`src/hdl/babi_pkg.sv`:
```
// Shared types and constants for the block average brightness index design.
`default_nettype none
package babi_pkg;

   // Fixed field and accumulator widths
   localparam int SUM_W = 20;
   localparam int TOT_W = 22;
   localparam int CNT_W = 17;

   // Register indexes on the configuration port
   typedef enum logic [2:0] {
      REG_IMAGE_WIDTH     = 3'd0,
      REG_IMAGE_HEIGHT    = 3'd1,
      REG_BLOCK_WIDTH     = 3'd2,
      REG_BLOCK_HEIGHT    = 3'd3,
      REG_BRIGHTNESS_STEP = 3'd4,
      REG_CHAR_COUNT      = 3'd5
   } reg_index_type;

   typedef struct packed {
      logic [7:0] red;
      logic [7:0] green;
      logic [7:0] blue;
   } pixel_type;

   typedef struct packed {
      logic [7:0] avg_red;
      logic [7:0] avg_green;
      logic [7:0] avg_blue;
      logic [9:0] brightness;
      logic [5:0] char_index;
      logic       row_end;
      logic       frame_end;
   } result_type;

   typedef struct packed {
      logic [12:0] image_width;
      logic [12:0] image_height;
      logic [6:0]  block_width;
      logic [6:0]  block_height;
      logic [9:0]  brightness_step;
      logic [6:0]  char_count;
   } cfg_type;

   // One finished cell, handed from the front to the back
   typedef struct packed {
      logic [SUM_W-1:0] sum_red;
      logic [SUM_W-1:0] sum_green;
      logic [SUM_W-1:0] sum_blue;
      logic [CNT_W-1:0] count;
      logic             row_end;
      logic             frame_end;
   } job_type;

endpackage
`default_nettype wire

```
`src/hdl/babi_back.sv`:
```
// Back: shared bit-serial dividers for the averages and the character index.
`default_nettype none
module babi_back (
   input  wire                  clock,
   input  wire                  reset,
   input  wire                  q_empty,
   output logic                 q_pop,
   input  babi_pkg::job_type    q_job,
   input  babi_pkg::cfg_type    cfg,
   output logic                 rsp_valid,
   input  wire                  rsp_stall,
   output babi_pkg::result_type rsp_data
);

   localparam int TW = babi_pkg::TOT_W;
   localparam int NW = babi_pkg::CNT_W;

   typedef enum logic [3:0] {
      B_IDLE = 4'b0001,
      B_DIV  = 4'b0010,
      B_STEP = 4'b0100,
      B_OUT  = 4'b1000
   } bstate_type;

   bstate_type state_ff, state_in;
   logic [4:0]     it_ff, it_in;
   logic [TW-1:0]  dvd_ff [4];
   logic [TW-1:0]  dvd_in [4];
   logic [NW-1:0]  rem_ff [4];
   logic [NW-1:0]  rem_in [4];
   logic [NW-1:0]  div_ff;
   logic [9:0]     q2_ff, q2_in, r2_ff, r2_in;
   logic           rend_ff, fend_ff;
   logic           rsp_valid_ff, rsp_valid_in;
   babi_pkg::result_type rsp_ff, rsp_in;

   logic [NW:0]    trial [4];
   logic [10:0]    trial2;
   logic [9:0]     step, ccm1, idx;
   logic [6:0]     cc;
   logic           slot_free;

   assign slot_free = !rsp_valid_ff || !rsp_stall;
   assign q_pop     = (state_ff == B_IDLE) && !q_empty;
   assign step      = (cfg.brightness_step == 10'd0) ? 10'd1 : cfg.brightness_step;

   always_comb begin
      if (cfg.char_count == 7'd0) begin
         cc = 7'd1;
      end else if (cfg.char_count > 7'd64) begin
         cc = 7'd64;
      end else begin
         cc = cfg.char_count;
      end
      ccm1 = 10'(cc - 7'd1);
      idx  = (q2_ff > ccm1) ? ccm1 : q2_ff;
   end

   // Load a job, take one quotient bit per cycle on each of the four lanes, then the step divide, then the result
   always_comb begin
      state_in     = state_ff;
      it_in        = it_ff;
      q2_in        = q2_ff;
      r2_in        = r2_ff;
      rsp_valid_in = rsp_valid_ff && rsp_stall;
      rsp_in       = rsp_ff;
      trial2       = {r2_ff, q2_ff[9]};
      for (int i = 0; i < 4; i++) begin
         dvd_in[i] = dvd_ff[i];
         rem_in[i] = rem_ff[i];
         trial[i]  = {rem_ff[i], dvd_ff[i][TW-1]};
      end
      unique case (state_ff)
         B_IDLE: begin
            if (!q_empty) begin
               dvd_in[0] = TW'(q_job.sum_red);
               dvd_in[1] = TW'(q_job.sum_green);
               dvd_in[2] = TW'(q_job.sum_blue);
               dvd_in[3] = TW'(q_job.sum_red) + TW'(q_job.sum_green)
                           + TW'(q_job.sum_blue);
               for (int i = 0; i < 4; i++) begin
                  rem_in[i] = '0;
               end
               it_in    = '0;
               state_in = B_DIV;
            end
         end
         B_DIV: begin
            for (int i = 0; i < 4; i++) begin
               if (trial[i] >= {1'b0, div_ff}) begin
                  rem_in[i] = NW'(trial[i] - {1'b0, div_ff});
                  dvd_in[i] = {dvd_ff[i][TW-2:0], 1'b1};
               end else begin
                  rem_in[i] = trial[i][NW-1:0];
                  dvd_in[i] = {dvd_ff[i][TW-2:0], 1'b0};
               end
            end
            if (it_ff == 5'(TW - 1)) begin
               it_in    = '0;
               state_in = B_STEP;
               q2_in    = dvd_in[3][9:0];
               r2_in    = '0;
            end else begin
               it_in = it_ff + 5'd1;
            end
         end
         B_STEP: begin
            if (trial2 >= {1'b0, step}) begin
               r2_in = 10'(trial2 - {1'b0, step});
               q2_in = {q2_ff[8:0], 1'b1};
            end else begin
               r2_in = trial2[9:0];
               q2_in = {q2_ff[8:0], 1'b0};
            end
            if (it_ff == 5'd9) begin
               state_in = B_OUT;
            end else begin
               it_in = it_ff + 5'd1;
            end
         end
         B_OUT: begin
            if (slot_free) begin
               rsp_valid_in        = 1'b1;
               rsp_in.avg_red      = dvd_ff[0][7:0];
               rsp_in.avg_green    = dvd_ff[1][7:0];
               rsp_in.avg_blue     = dvd_ff[2][7:0];
               rsp_in.brightness   = dvd_ff[3][9:0];
               rsp_in.char_index   = idx[5:0];
               rsp_in.row_end      = rend_ff;
               rsp_in.frame_end    = fend_ff;
               state_in            = B_IDLE;
            end
         end
         default: state_in = B_IDLE;
      endcase
   end

   always_ff @(posedge clock) begin
      if (reset) begin
         state_ff     <= B_IDLE;
         rsp_valid_ff <= 1'b0;
      end else begin
         state_ff     <= state_in;
         rsp_valid_ff <= rsp_valid_in;
      end
   end

   always_ff @(posedge clock) begin
      it_ff  <= it_in;
      q2_ff  <= q2_in;
      r2_ff  <= r2_in;
      rsp_ff <= rsp_in;
      for (int i = 0; i < 4; i++) begin
         dvd_ff[i] <= dvd_in[i];
         rem_ff[i] <= rem_in[i];
      end
      if (q_pop) begin
         div_ff  <= q_job.count;
         rend_ff <= q_job.row_end;
         fend_ff <= q_job.frame_end;
      end
   end

   assign rsp_valid = rsp_valid_ff;
   assign rsp_data  = rsp_ff;

endmodule
`default_nettype wire

```
`config.mk`:
```
export PLATFORM = sky130hd
export DESIGN_NAME = babi_back
export DESIGN_NICKNAME = d
export VERILOG_FILES = /design/src/hdl/babi_pkg.sv /design/src/hdl/babi_back.sv
export SDC_FILE = /design/constraint.sdc
export NUM_CORES = 1
export LEC_CHECK = 0
export ABC_AREA = 1
export BUFFER_PORTS_ARGS = -buffer_cell sky130_fd_sc_hd__buf_2
export CAP_MARGIN = 20
export CORE_MARGIN = 10
export CORE_UTILIZATION = 55
export DETAILED_ROUTE_END_ITERATION = 10
export HOLD_SLACK_MARGIN = 0.05
export PLACE_DENSITY = 0.76
export SLEW_MARGIN = 30
export SYNTH_ARGS = -nofsm -noshare
export SYNTH_HDL_FRONTEND = slang
export SYNTH_SLANG_ARGS = --single-unit
```
`constraint.sdc`:
```
create_clock -name clock -period 5.5 [get_ports clock]
set_clock_uncertainty 0.15 [all_clocks]
set_input_delay 0.275 -clock clock [delete_from_list [all_inputs] [get_ports clock]]
set_output_delay 0.275 -clock clock [all_outputs]
set_load 0.02 [all_outputs]
```
==> summary.txt <==
STA
  – Least-Margin Pin Slew: 0.892 ns
  – Setup violations, final: 0
  – Slew HR: 0.405
  – Max-slew violations: 0
  – Final Hold Viols: 0
  – Crit path time final: 3.32 ns
  – Max Freq: 301 MHz
  – RSZ-0062 raised after global routing: no
  – Setup slack after layout: 2.18 ns
  – Setup TNS: 0 ns
  – Final hold slack: 0.0961 ns
  – Tcrit/Tclk final: 0.603

Die
  – Core area: 0.0308 mm^2
  – Die height: 197 um
  – Initial Util: 0.561
  – # IOs: 184
  – Num rows: 64
  – Chip Width: 197 um
  – Die Footprint: 0.0390 mm^2

Place
  – Setup Slack @ Placement: 2.21 ns
  – Final Wtd Congestion: 0.940
  – PortBufs: 143
  – Area post-placement: 0.0183 mm^2
  – Detailed Place HPWL: 30,700 um

Route
  – Via Count: 15,029
  – Routed Antenna Nets: 0
  – Mean number of vias per cell: 5.25
  – DRC viols: 0
  – Starting DRT DRC Count: 1,077
  – Routed wire length: 44,400 um
  – Wire per inst: 15.5 um
  – Drt pass-1 iters: 7

Pwr
  – Pwr Total: 6250 uW
  – Worst vdd ir: 258 uV
  – PD cells: 311 mW/mm^2
  – Leak: 0.00969 uW

Synth
  – Synthesis Warnings: 0
  – Ranking of synthesized cells by area: edfxtp_1 (42%), nand2_1 (18%), ha_1 (8.0%)
  – Syn Inst Count: 2,228
  – Top-area cell type share of the netlist area: 0.420
  – Flops & latches, synth: 247
  – Mean Syn Cell Area: 7.77 um^2
  – Netlist cell types: 41
  – Largest area contributor in the netlist: edfxtp_1
  – Cell Area, Synth: 0.0173 mm^2
  – Sequential-to-total area share from yosys stat: 0.426

Cells and area
  – Fin area: 0.0201 mm^2
  – Fillers: 2,555
  – FF+latch area: 0.00737 mm^2
  – Inserted Diodes: 0
  – Share of cells above drive strength 1: 0.0984
  – Multi-input logic area: 0.00858 mm^2
  – Area grow syn2layout: 16.2%
  – Final net count: 2,723

Run
  – Maximum capacitance violations: 0

Clocking
  – CTS root buffer: clkbuf_16
  – TritonCTS buffer count: 28
  – CTS H-tree depth: 1
  – Clock transition at path regs: 0.06 ns
  – Worst-Skew Late Latency: 0.57 ns
  – Post-CTS Setup Bufs: 0
  – Post-CTS resize count: 0
  – Hold_buf cts: 83
  – Clk sink count: 247
  – TritonCTS clock tree: yes
  – Clock tree buffer depth: 3

Status
  – Status: finished clean

Worst setup path
  – Worst path buffer plus inverter count: 3
  – WP data required: 5.67 ns
  – Critical R2R Launch: div_ff[1]$_DFFE_PP_
  – Crit end category: flop
  – Crit Path Max Fanout: 14
  – Worst setup path end: rem_ff[3][15]$_SDFFCE_PN0P_
  – Crit path arrival time: 3.49 ns
  – CP Class: flop to flop
  – Max incr delay on CP: 0.69 ns
  – CP Depth: 14
  – Critical Path Start: div_ff[1]$_DFFE_PP_
  – R2R setup slack: 2.18 ns
  – Family with the most delay on the worst path: simple AND/OR/NAND/NOR gates
  – R2R cell count: 14
  – Critical path's most frequent cell: nand2_1
  – CP max-delay cell: edfxtp_1
  – RR Endpoint: rem_ff[3][15]$_SDFFCE_PN0P_
  – CP startpoint kind: flop
  – CP cell instances: inv_1 -> ha_1 -> nand2_1 -> inv_1 -> nand2_1 -> nor2_1 -> nand2_1 -> nand2_1 -> nor2_2 -> nand2_4 -> nand2_1 -> nand2_1 -> nand2_1 -> inv_1

Global routing
  – Largest net degree at the start of global routing: 103
  – GRT overflow: 0
  – GR Util All Layers: 0.224
  – Antenna violations before repair: 1
  – Number of global-route vias before repair: 14,788
  – Global-route wire length before repair: 72,200 um

Worst hold path
  – Hold Crit Class: primary input to flop
==> synth_stat cells (all sizes together) <==
cell and number:
a21o 1, conb 1, edfxtp 242, nor3 14, nor2 276, a31oi 1, xor2 30, dfxtp 5
nand3 99, o211ai 1, nor4 5, xnor2 15, o21bai 5, clkbuf 10, or2 4, buf 37
and2 5, inv 294, o21ai 52, o21a 5, nand3b 46, a31o 1, nand2 841, nand4 18
fa 26, ha 110, a21oi 84
==> worst min path at each step <==
stage,startpoint,endpoint,slack (ns),cells past startpoint
floorplan,reset,rsp_valid$_SDFF_PP0_,0.19,1
global placement,fend_ff$_DFFE_PP_,rsp_data[0]$_DFFE_PP_,0.25,0
detailed placement,rend_ff$_DFFE_PP_,rsp_data[1]$_DFFE_PP_,0.26,0
CTS,cfg[5],rsp_data[7]$_DFFE_PP_,0.09,5
global route,cfg[7],r2_ff[0]$_SDFFCE_PN0P_,0.12,4
finish,cfg[5],rsp_data[7]$_DFFE_PP_,0.1,5
==> cell usage in the layout (no fill, tap or decap), drive strengths merged <==
cell type    netlist  routed
nand2            841     841
inv              294     294
nor2             276     276
edfxtp           242     242
buf               37     151
ha               110     110
nand3             99      99
a21oi             84      84
dlygate4sd3        0      83
o21ai             52      52
nand3b            46      46
xor2              30      30
clkbuf            10      30
fa                26      26
nand4             18      18
xnor2             15      15
clkinv             0      15
nor3              14      14
nor4               5       5
o21a               5       5
o21bai             5       5
and2               5       5
dfxtp              5       5
or2                4       4
bufinv             0       4
conb               1       3
clkinvlp           0       3
a31o               1       1
a21o               1       1
o211ai             1       1
a31oi              1       1
==> through the flow <==
| step | util | instances |
|---|---|---|
| 6_report | 0.652 | 2865 |
| 5_1_grt | 0.652 | 2865 |
| 4_1_cts | 0.652 | 2865 |
| 3_5_place_dp | 0.594 | 2730 |
| 3_3_place_gp | 0.594 | 2730 |
| 2_1_floorplan | - | 2230 |
==> cells by family after synthesis <==
group | synth area share
simple gates | 0.314
buf+inv | 0.0815
flops | 0.426
compound gates | 0.0463
fa+ha+maj | 0.110
xor+xnor | 0.0228
other cells | 0.000217
==> area by class of cell <==
cell class	instances	share of cell area
timing repair buffer	234	0.0799
multi-input combinational	1642	0.427
tap	396	0.0246
inverter	294	0.0549
sequential	247	0.366
clock buffer	30	0.0352
clock inverter	22	0.0123
==> state kept, by name, summed over array words and instances, names as in the netlist <==
register / count
r2_ff: 10
it_ff: 5
rem_ff: 68
rsp_valid: 1
rsp_data: 42
fend_ff: 1
dvd_ff: 88
state_ff: 4
q2_ff: 10
rend_ff: 1
div_ff: 17
==> per-layer routing <==
metal | wire (um) | vias to the layer above | global-route usage
li1 | - | 7577 | -
met1 | 19400 | 6948 | 0.290
met2 | 21600 | 449 | 0.387
met3 | 2800 | 53 | 0.0332
met4 | 690 | 2 | 0.0544
met5 | 16 | - | 0
==> report_power, final <==
| group | internal, uW | switching (uW) |
|---|---|---|
| logic | 663 | 1210 |
| registers | 2330 | 95.3 |
| clock network | 1130 | 819 |
| total | 4130 | 2130 |
==> worst min-delay path, stage by stage <==
cell     delay (ns)
buf_2          0.10
inv_1          0.05
nand2_1        0.05
nand2_1        0.06
o21ai_0        0.16
(Power assumes the default switching activity.)
