[config.mk]
export PLATFORM = sky130hd
export DESIGN_NAME = babi_queue
export DESIGN_NICKNAME = d
export VERILOG_FILES = /design/src/hdl/babi_pkg.sv /design/src/hdl/babi_queue.sv
export SDC_FILE = /design/constraint.sdc
export NUM_CORES = 1
export LEC_CHECK = 0
export ABC_AREA = 1
export BUFFER_PORTS_ARGS = -buffer_cell sky130_fd_sc_hd__buf_2
export CORE_UTILIZATION = 58
export DETAILED_ROUTE_END_ITERATION = 10
export GPL_ROUTABILITY_DRIVEN = 0
export PLACE_DENSITY = 0.8
export SLEW_MARGIN = 30
export SYNTH_ARGS = -nofsm -noshare
export SYNTH_HDL_FRONTEND = slang
export SYNTH_SLANG_ARGS = --single-unit
[constraint.sdc]
create_clock -name clock -period 3.25 [get_ports clock]
set_input_delay 0.325 -clock clock [delete_from_list [all_inputs] [get_ports clock]]
set_output_delay 0.325 -clock clock [all_outputs]
set_load 0.005 [all_outputs]
[src/hdl/babi_pkg.sv]
// Shared types and constants for the block average brightness index design.
`default_nettype none
package babi_pkg;

   // Fixed field and accumulator widths
   localparam int SUM_W = 20;
   localparam int TOT_W = 22;
   localparam int CNT_W = 17;

   // Register indexes on the configuration port
   typedef enum logic [2:0] {
      REG_IMAGE_WIDTH     = 3'd0,
      REG_IMAGE_HEIGHT    = 3'd1,
      REG_BLOCK_WIDTH     = 3'd2,
      REG_BLOCK_HEIGHT    = 3'd3,
      REG_BRIGHTNESS_STEP = 3'd4,
      REG_CHAR_COUNT      = 3'd5
   } reg_index_type;

   typedef struct packed {
      logic [7:0] red;
      logic [7:0] green;
      logic [7:0] blue;
   } pixel_type;

   typedef struct packed {
      logic [7:0] avg_red;
      logic [7:0] avg_green;
      logic [7:0] avg_blue;
      logic [9:0] brightness;
      logic [5:0] char_index;
      logic       row_end;
      logic       frame_end;
   } result_type;

   typedef struct packed {
      logic [12:0] image_width;
      logic [12:0] image_height;
      logic [6:0]  block_width;
      logic [6:0]  block_height;
      logic [9:0]  brightness_step;
      logic [6:0]  char_count;
   } cfg_type;

   // One finished cell, handed from the front to the back
   typedef struct packed {
      logic [SUM_W-1:0] sum_red;
      logic [SUM_W-1:0] sum_green;
      logic [SUM_W-1:0] sum_blue;
      logic [CNT_W-1:0] count;
      logic             row_end;
      logic             frame_end;
   } job_type;

endpackage
`default_nettype wire

[src/hdl/babi_queue.sv]
// Short job queue between the front and the back.
`default_nettype none
module babi_queue (
   input  wire                clock,
   input  wire                reset,
   input  wire                push,
   input  babi_pkg::job_type  push_job,
   output logic               full,
   input  wire                pop,
   output logic               empty,
   output babi_pkg::job_type  pop_job
);

   localparam int DEPTH = 4;

   babi_pkg::job_type entry_ff [DEPTH];
   logic [1:0] wp_ff, wp_in, rp_ff, rp_in;
   logic [2:0] cnt_ff, cnt_in;

   assign full    = cnt_ff == 3'(DEPTH);
   assign empty   = cnt_ff == 3'd0;
   assign pop_job = entry_ff[rp_ff];

   always_comb begin
      wp_in  = push ? wp_ff + 2'd1 : wp_ff;
      rp_in  = pop ? rp_ff + 2'd1 : rp_ff;
      cnt_in = cnt_ff + 3'(push) - 3'(pop);
   end

   always_ff @(posedge clock) begin
      if (reset) begin
         wp_ff  <= '0;
         rp_ff  <= '0;
         cnt_ff <= '0;
      end else begin
         wp_ff  <= wp_in;
         rp_ff  <= rp_in;
         cnt_ff <= cnt_in;
      end
   end

   always_ff @(posedge clock) begin
      if (push) begin
         entry_ff[wp_ff] <= push_job;
      end
   end

   a_no_overflow: assert property (@(posedge clock) disable iff (reset)
      push |-> !full)
      else $error("job queue overflow");

   a_no_underflow: assert property (@(posedge clock) disable iff (reset)
      pop |-> !empty)
      else $error("job queue underflow");

endmodule
`default_nettype wire

==> results.json, run 1 <==
{
  "period_needed_ps": 2490,
  "muxShareOfSynthArea_pct": 0,
  "synth_area_leaders": "edfxtp_1 71%, o211ai_2 7.3%, inv_1 4.9%, nand2_1 4.6%, a21oi_1 2.4%",
  "worst_ir_drop_vdd_mv": 0.495,
  "grt_pass1_wl_um": 39000,
  "hp-start": "push_job[6]",
  "io_buffers": 163,
  "status": "completed",
  "setup_tns_ps": 0,
  "drc": 0,
  "swShare_pct": 22.9,
  "grt_pass1_vias": 7532,
  "first_pass_iters": 4,
  "synth-simple-area-share_pct": 4.82,
  "vias": 7619,
  "antenna_found_initial": 6,
  "seq_power_share_pct": 52.3,
  "start_kind": "register",
  "yosys.area.top_type": "edfxtp_1",
  "clock_skew_ps": 15.7,
  "crit_chain": "buf_12, a21oi_1, o21ai_0, nand2_1, buf_2",
  "coreArea_um2": 22700,
  "r2r-end": "entry_ff[2][77]",
  "numCtsBuffers": 34,
  "wl_um": 24800,
  "postRouteAntennaNets": 0,
  "clock-sinks": 325,
  "synth.distinct_cells": 21,
  "worstSkewPairLatency_ps": 510,
  "async_flop_share_pct": 0,
  "power_w": 0.00931,
  "htreeDepth": 2,
  "cts_tree": "built",
  "cpMaxStageDelayCell": "dfxtp_4",
  "rsz0062_at_grt": "no",
  "syn_area_um2": 13400,
  "overflow": 0,
  "ctsHoldBuffers": 1,
  "switchingPower_w": 0.00213,
  "internal-power_w": 0.00718,
  "post_cts_resized": 0,
  "yosysWarnings": 0,
  "area_growth_syn_to_layout_pct": 14.5,
  "cts_setup_buffers": 0,
  "die_h_um": 154,
  "die_w_um": 154,
  "clock-root-buffer": "clkbuf_16",
  "power.leakage_nw": 5.98,
  "fill_cells": 1554,
  "post-route-period-util_pct": 76.6,
  "min_delay_worst_endpoint": "entry_ff[2][6]",
  "io_pins": 164,
  "hold_class": "in2reg",
  "critPathKind": "reg2out",
  "min_path_cells": 1,
  "slew_violations": 0,
  "syn-num-nets": 1069,
  "end_kind": "output pin",
  "worst-path-max-fanout": 62,
  "cp.required_ps": 2920,
  "ys_seq_area_share_pct": 71.9,
  "drive_gt1_share_pct": 28.2,
  "rows": 55,
  "grt_usage_pct": 21.2,
  "clkTransAtPathRegs_ps": 60,
  "synthAdderAreaFrac_pct": 0.707,
  "powerDensity_nw_per_um2": 604,
  "synth.avg_cell_area_um2": 13.7,
  "synthCells": 979,
  "vias_per_cell": 5.24,
  "relSlewSlack_pct": 41.4,
  "hpwl_um": 14800,
  "ys.flop_type": "edfxtp_1",
  "wl_per_cell_um": 17.0,
  "arrival_ps": 2160,
  "worst_pin_slew_ps": 879,
  "synth_edf_count": 316,
  "dieArea_um2": 23800,
  "clk_path_buf_depth": 3,
  "start_util_pct": 59.2,
  "combPwrFrac_pct": 9.2,
  "reg2reg_from": "wp_ff[0]",
  "synth_xor_xnor_area_share_pct": 0,
  "nNetsFinal": 1230,
  "max_freq_ghz": 0.402,
  "clkPwrFrac_pct": 38.5,
  "cpPeakStageDelay_ps": 730,
  "regArea_um2": 9680,
  "grt_max_degree": 83,
  "timing.reg2reg.setup_slack_ps": 1030,
  "synth_compound_area_share_pct": 14.1,
  "synth_top_family_by_area": "compound AO/OA/AOI/OAI gates",
  "drt_iter0_markers": 568,
  "multi_input_area_um2": 2640,
  "maxCapViolCount": 0,
  "hold_viol": 0,
  "reg2regPathDepth": 6,
  "ys_ff_latch": 325,
  "setup_viol": 0,
  "synth_top_area_share_pct": 70.6
}
-- power by group through the flow --
stage,clock [W],combinational (W),sequential [W]
after global routing,0.00382,0.000954,0.00489
after detailed placement,0,0.000857,0.00496
after floorplan,0,0.000558,0.00493
final,0.00358,0.000853,0.00487
after global placement,0,0.000831,0.00495
after CTS,0.00365,0.000865,0.00487
-- layout by cell type, fill, tap and decap left out, drive strengths merged, types with 6 or more instances in the layout --
cell type	synthesis	final
inv	175	172
clkinv	0	20
o21ai	83	83
dfxtp	9	9
nand2	166	166
o211ai	79	79
clkbuf	2	42
buf	51	177
ha	6	6
edfxtp	316	316
a21oi	85	85
-- flip-flops by register name, summed over array words and instances (netlist names), named ones only --
register	count
entry_ff	316
wp_ff	2
cnt_ff	3
rp_ff	2
-- kinds of logic (layout without fill, tap and decap cells) --
kind of cell,count (synthesis),count (layout)
and+or+nand+nor,172,172
DFF,325,325
AOI/OAI and AO/OA,247,247
buffers and inverters,228,413
adders and majority gates,7,7
other,0,5
-- cell usage after synthesis (2+ instances only) --
master    count
nand2_1     166
buf_2        15
a21oi_1      65
buf_6        23
o21ai_1      61
buf_12        2
ha_1          6
buf_8         2
inv_1       175
o211ai_2     78
clkbuf_1      2
nor2_1        4
dfxtp_1       9
o21ai_0      22
edfxtp_1    316
a21oi_2      20
buf_4         9
-- per-stage QoR --
stage	utilization (%)	worst slack [ps]	hold slack [ps]	instances	cell area [µm²]
3_3_place_gp	63.1	1060	442	1388	14300
3_5_place_dp	63.1	988	450	1388	14300
2_1_floorplan	-	698	396	979	13400
4_1_cts	67.7	729	8.03	1449	15400
5_1_grt	67.8	563	9.44	1451	15400
6_report	67.8	761	28.1	1454	15400
-- worst max-delay path by stage --
stage                        start               to  slack [ps]
after floorplan           wp_ff[0]   entry_ff[2][0]         700
after global placement    wp_ff[0]  entry_ff[2][67]        1060
after detailed placement  wp_ff[0]  entry_ff[2][70]         990
after CTS                 register      pop_job[18]         730
after global routing      register      pop_job[29]         560
final                     register      pop_job[21]         760
-- area by class of cell --
class	count	share of cell area (%)
multi-input combinational	426	17.2
inverter	175	4.30
timing repair buffer	178	6.53
tap	285	2.32
antenna	5	0.0813
clock inverter	18	0.894
sequential	325	62.9
clock buffer	42	5.86
-- worst max-delay path, delay by kind of cell (launching register included) --
family	cells	cell delay (ps)
compound gates	2	190
buf+inv	2	520
flops	1	730
simple gates	1	130
-- routing by layer --
| metal | vias up | global-route usage, % | routed length (µm) |
|---|---|---|---|
| met1 | 3644 | 27.9 | 10500 |
| met5 | - | 0 | 8 |
| met3 | 38 | 4.88 | 1490 |
| met4 | 2 | 6.46 | 430 |
| met2 | 201 | 35.5 | 12300 |
| li1 | 3734 | - | - |
No activity file was read; power rests on OpenSTA's default activity.
==> run 2, diff against run 1 <==
==> constraint.sdc (replaced) <==
create_clock -name clock -period 2.6 [get_ports clock]
set_input_delay 0.26 -clock clock [delete_from_list [all_inputs] [get_ports clock]]
set_output_delay 0.26 -clock clock [all_outputs]
set_load 0.005 [all_outputs]
==> run 2 against run 1 <==
Against the previous run: setup slack lost 490 ps; routed wire length up 0.20%; utilization is 4.6 points higher; sequential share of layout area decreased by 4.0 points; flip-flop and latch count did not move; critical path depth unchanged; first-iteration DRC count is 8.3% lower; combinational power grew 38%; register-to-register slack got worse by 220 ps; count of clock-buffer cells in the layout up 1; clock power is 35% higher; largest cell class unchanged; highest routed layer is now met4.
==> results.json, run 2 (synthesized netlist as in run 1, its figures left out) <==
{
  "worst_ir_drop_vdd_mv": 0.603,
  "critPathKind": "reg2out",
  "wl_um": 24800,
  "coreArea_um2": 22700,
  "reg2reg_from": "wp_ff[0]",
  "slew_violations": 0,
  "hold_class": "in2reg",
  "arrival_ps": 2070,
  "largest-register": "entry_ff",
  "start_kind": "register",
  "io_pins": 164,
  "area_growth_syn_to_layout_pct": 22.3,
  "rsz0062_at_grt": "no",
  "post-route-period-util_pct": 89.6,
  "post_cts_resized": 0,
  "mostFrequentLayoutCells": "316 x edfxtp_1, 171 x inv_1, 166 x nand2_1, 163 x buf_2, 81 x dlygate4sd3_1",
  "finish.utilization_pct": 72.4,
  "grt_usage_pct": 21.2,
  "drive_gt1_share_pct": 27.2,
  "ctsHoldBuffers": 81,
  "postRouteAntennaNets": 0,
  "grtUsageMet1_pct": 25.8,
  "grt_util_met3_pct": 3.70,
  "hp-start": "push",
  "maxCapViolCount": 0,
  "top_regs": "entry_ff: 316 flops, cnt_ff: 3 flops",
  "drc": 0,
  "vias_per_cell": 5.19,
  "antenna_found_initial": 0,
  "grt_pass1_wl_um": 39200,
  "clock-sinks": 325,
  "drt_iter0_markers": 521,
  "hold_viol": 0,
  "die_h_um": 154,
  "cp.required_ps": 2340,
  "max_freq_ghz": 0.429,
  "grt_max_degree": 65,
  "worstSkewPairLatency_ps": 510,
  "io_buffers": 163,
  "grt_pass1_vias": 8075,
  "clock_skew_ps": 20.3,
  "powerDensity_nw_per_um2": 737,
  "cpPeakStageDelay_ps": 790,
  "insertedDiodeCount": 0,
  "clk_path_buf_depth": 3,
  "worst-path-max-fanout": 44,
  "nNetsFinal": 1323,
  "die_w_um": 154,
  "largest_reg_flops": 316,
  "setup_tns_ps": 0,
  "clock-root-buffer": "clkbuf_16",
  "power.leakage_nw": 6.45,
  "fill_cells": 1422,
  "whs_ps": 137,
  "grt_use_met2_pct": 37.9,
  "cts_tree": "built",
  "dieArea_um2": 23800,
  "first_pass_iters": 5,
  "wl_per_cell_um": 16.1,
  "crit_chain": "buf_4, a21oi_1, o21ai_0, nand2_1, buf_2",
  "cts_setup_buffers": 0,
  "vias": 8006,
  "layout_commonest_cell": "edfxtp_1",
  "period_needed_ps": 2330,
  "relSlewSlack_pct": 52.9,
  "htreeDepth": 2,
  "start_util_pct": 59.2,
  "busiest_layer": "met2",
  "hpwl_um": 14200,
  "status": "completed",
  "clkTransAtPathRegs_ps": 60,
  "worst_pin_slew_ps": 706,
  "rows": 55,
  "cpMaxStageDelayCell": "dfxtp_4",
  "setup_viol": 0,
  "overflow": 0,
  "numCtsBuffers": 35,
  "end_kind": "output pin"
}
[run 2: path summary, 6_finish.rpt]
kind                     end  slack [ps]  cells after the start
max              pop_job[22]         270                      5
min                 wp_ff[0]         140                      3
max reg2reg  entry_ff[0][41]         810                      5
min reg2reg         register         450                      2
[run 2: through the flow]
stage	setup WS, ps	instances	instance area [µm²]	total power [W]
CTS	280	1542	16400	0.0122
floorplan	48.3	979	13400	0.00686
global route	139	1542	16400	0.0125
global placement	806	1400	14500	0.00724
finish	270	1542	16400	0.0121
detailed placement	746	1400	14500	0.00728
[run 2: area by class of cell]
type / instances / area (µm²) / share of cell area [%]
clock inverter: 18 / 189 / 1.15
timing repair buffer: 270 / 1970 / 12.0
inverter: 175 / 662 / 4.02
multi-input combinational: 426 / 2640 / 16.1
tap: 285 / 357 / 2.17
sequential: 325 / 9680 / 58.8
clock buffer: 43 / 948 / 5.77
[run 2: where the power goes]
part           switching (W)  internal, W  leakage [nW]  total (W)
clock                0.00186      0.00299         0.562    0.00484
sequential          0.000101      0.00599          2.98    0.00609
combinational       0.000683     0.000500          2.91    0.00118
[run 2: worst max-delay path: cells and delay by family, from the launching register on]
kind	cells	cell delay, ps
buffers and inverters	2	490
flip-flops	1	790
AO/OA/AOI/OAI	2	150
AND/OR/NAND/NOR	1	110
[run 2: per-layer routing]
| layer | up-vias | part of all wire (%) |
|---|---|---|
| met1 | 3825 | 41 |
| met2 | 232 | 51 |
| li1 | 3910 | - |
| met5 | - | 0 |
| met4 | 0 | 2.2 |
| met3 | 39 | 5.4 |
==> run 3, diff against run 2 <==
--- a/config.mk
+++ b/config.mk
@@ -10,7 +10,8 @@
 export CORE_UTILIZATION = 58
 export DETAILED_ROUTE_END_ITERATION = 10
 export GPL_ROUTABILITY_DRIVEN = 0
-export PLACE_DENSITY = 0.8
+export GPL_TIMING_DRIVEN = 0
+export PLACE_DENSITY = 0.78
 export SLEW_MARGIN = 30
 export SYNTH_ARGS = -nofsm -noshare
 export SYNTH_HDL_FRONTEND = slang
==> run 3 against run 2 <==
Against the previous run: maximum frequency grew 8.2%; clock skew decreased by 14 ps; hold slack got worse by 17 ps; global-route usage increased by 2.8 points; die area did not move; non-clock buffer count is 31 higher; critical path depth rose by 1; combinational power is 13% higher.
==> results.json, run 3 (synthesized netlist as in run 1, its figures left out) <==
{
  "status": "completed",
  "crit_chain": "buf_6, buf_6, buf_2, o21ai_1, nand2_1, buf_2",
  "numCtsBuffers": 34,
  "worst_ir_drop_vdd_mv": 0.789,
  "dp_cells": 1431,
  "top_regs": "entry_ff: 316 flops, cnt_ff: 3 flops",
  "antenna_found_initial": 1,
  "cp_top_family": "buffers and inverters",
  "relSlewSlack_pct": 65.6,
  "drt_iter0_markers": 456,
  "rsz0062_at_grt": "no",
  "clk_path_buf_depth": 3,
  "layout.cells.non_filler": 1574,
  "maxCapViolCount": 0,
  "critical_path_buf_inv_count": 4,
  "cp.required_ps": 2340,
  "power.leakage_nw": 6.56,
  "nNetsFinal": 1353,
  "largest_reg_flops": 316,
  "grt_util_met3_pct": 4.93,
  "drive_gt1_share_pct": 28.3,
  "hold_viol": 0,
  "cpPeakStageDelay_ps": 350,
  "swShare_pct": 22.8,
  "postRouteAntennaNets": 0,
  "clock_skew_ps": 6.51,
  "post-route-period-util_pct": 82.8,
  "power_w": 0.0120,
  "io_pins": 164,
  "drc": 0,
  "combPwrFrac_pct": 11.1,
  "clkTransAtPathRegs_ps": 60,
  "mostFrequentLayoutCells": "316 x edfxtp_1, 178 x buf_2, 171 x inv_1, 166 x nand2_1, 81 x dlygate4sd3_1",
  "grt_pass1_vias": 8376,
  "vias_per_cell": 5.30,
  "internal-power_w": 0.00925,
  "wl_um": 28400,
  "critPathKind": "reg2out",
  "ctsHoldBuffers": 81,
  "die_w_um": 154,
  "area_growth_syn_to_layout_pct": 23.6,
  "worst-path-max-fanout": 10,
  "start_kind": "register",
  "worst_pin_slew_ps": 516,
  "switchingPower_w": 0.00273,
  "grtUsageMet1_pct": 30.5,
  "powerDensity_nw_per_um2": 721,
  "io_buffers": 163,
  "hpwl_um": 16600,
  "seq_power_share_pct": 50.5,
  "coreArea_um2": 22700,
  "post_cts_resized": 0,
  "fill_cells": 1473,
  "grt_usage_pct": 24.0,
  "hold_class": "in2reg",
  "die_h_um": 154,
  "largest-register": "entry_ff",
  "clock-root-buffer": "clkbuf_16",
  "htreeDepth": 2,
  "overflow": 0,
  "grt_pass1_wl_um": 43500,
  "rows": 55,
  "busiest_layer": "met2",
  "clock-sinks": 325,
  "max_freq_ghz": 0.465,
  "period_needed_ps": 2150,
  "start_util_pct": 59.2,
  "setup_viol": 0,
  "arrival_ps": 1890,
  "cts_setup_buffers": 0,
  "dieArea_um2": 23800,
  "grt_use_met2_pct": 42.1,
  "layout_commonest_cell": "edfxtp_1",
  "slew_violations": 0,
  "worstSkewPairLatency_ps": 500,
  "first_pass_iters": 5,
  "wl_per_cell_um": 18.0,
  "cts_tree": "built",
  "end_kind": "output pin",
  "cpMaxStageDelayCell": "dfxtp_1",
  "vias": 8341,
  "grt_max_degree": 51,
  "clkPwrFrac_pct": 38.3
}
[run 3: layout make-up]
type / instances / area (µm²) / area share [%]
Timing Repair Buffer: 248 / 1730 / 10.4
Clock buffer: 46 / 970 / 5.83
Inverter: 175 / 677 / 4.07
Tap cell: 285 / 357 / 2.15
Multi-Input combinational cell: 426 / 2640 / 15.9
Antenna cell: 1 / 2.50 / 0.0151
Sequential cell: 325 / 9670 / 58.2
Buffer: 53 / 479 / 2.88
Clock inverter: 15 / 95.1 / 0.572
[run 3: worst paths after layout]
check / slack [ps] / cells past startpoint / endpoint / from
worst min register to register: 480 / 2 / rp_ff[1] / rp_ff[1]
worst max register to register: 880 / 5 / entry_ff[0][53] / wp_ff[0]
worst min-delay path: 120 / 3 / wp_ff[0] / push
worst max-delay path: 450 / 6 / pop_job[12] / register
[run 3: metal layers]
layer	vias up	share of wire (%)
met5	-	0
met1	4028	40
met4	0	1.9
met3	46	6.5
met2	283	51
li1	3984	-
[run 3: worst reg2reg max path: stages (launching register included)]
cell and delay [ps]:
dfxtp_1 330, inv_1 120, ha_1 160, nand2_1 100, inv_6 340, buf_12 300
[run 3: metrics by stage]
step | area [µm²] | setup TNS [ps] | hold WS [ps] | worst slack [ps] | util, %
6_report | 16600 | 0 | 120 | 447 | 73.2
2_1_floorplan | 13400 | 0 | 331 | 48.3 | -
4_1_cts | 16600 | 0 | 101 | 419 | 73.2
3_3_place_gp | 14600 | -334060 | 453 | -1130 | 64.4
5_1_grt | 16600 | 0 | 122 | 381 | 73.2
3_5_place_dp | 14700 | 0 | 457 | 866 | 64.9
[run 3: power by group through the flow]
stage                     clock [W]  combinational, W  sequential (W)
after floorplan                   0          0.000698         0.00616
after global placement            0           0.00117         0.00618
after detailed placement          0           0.00123         0.00616
after CTS                   0.00466           0.00134         0.00605
after global routing        0.00487           0.00146         0.00607
final                       0.00459           0.00133         0.00606
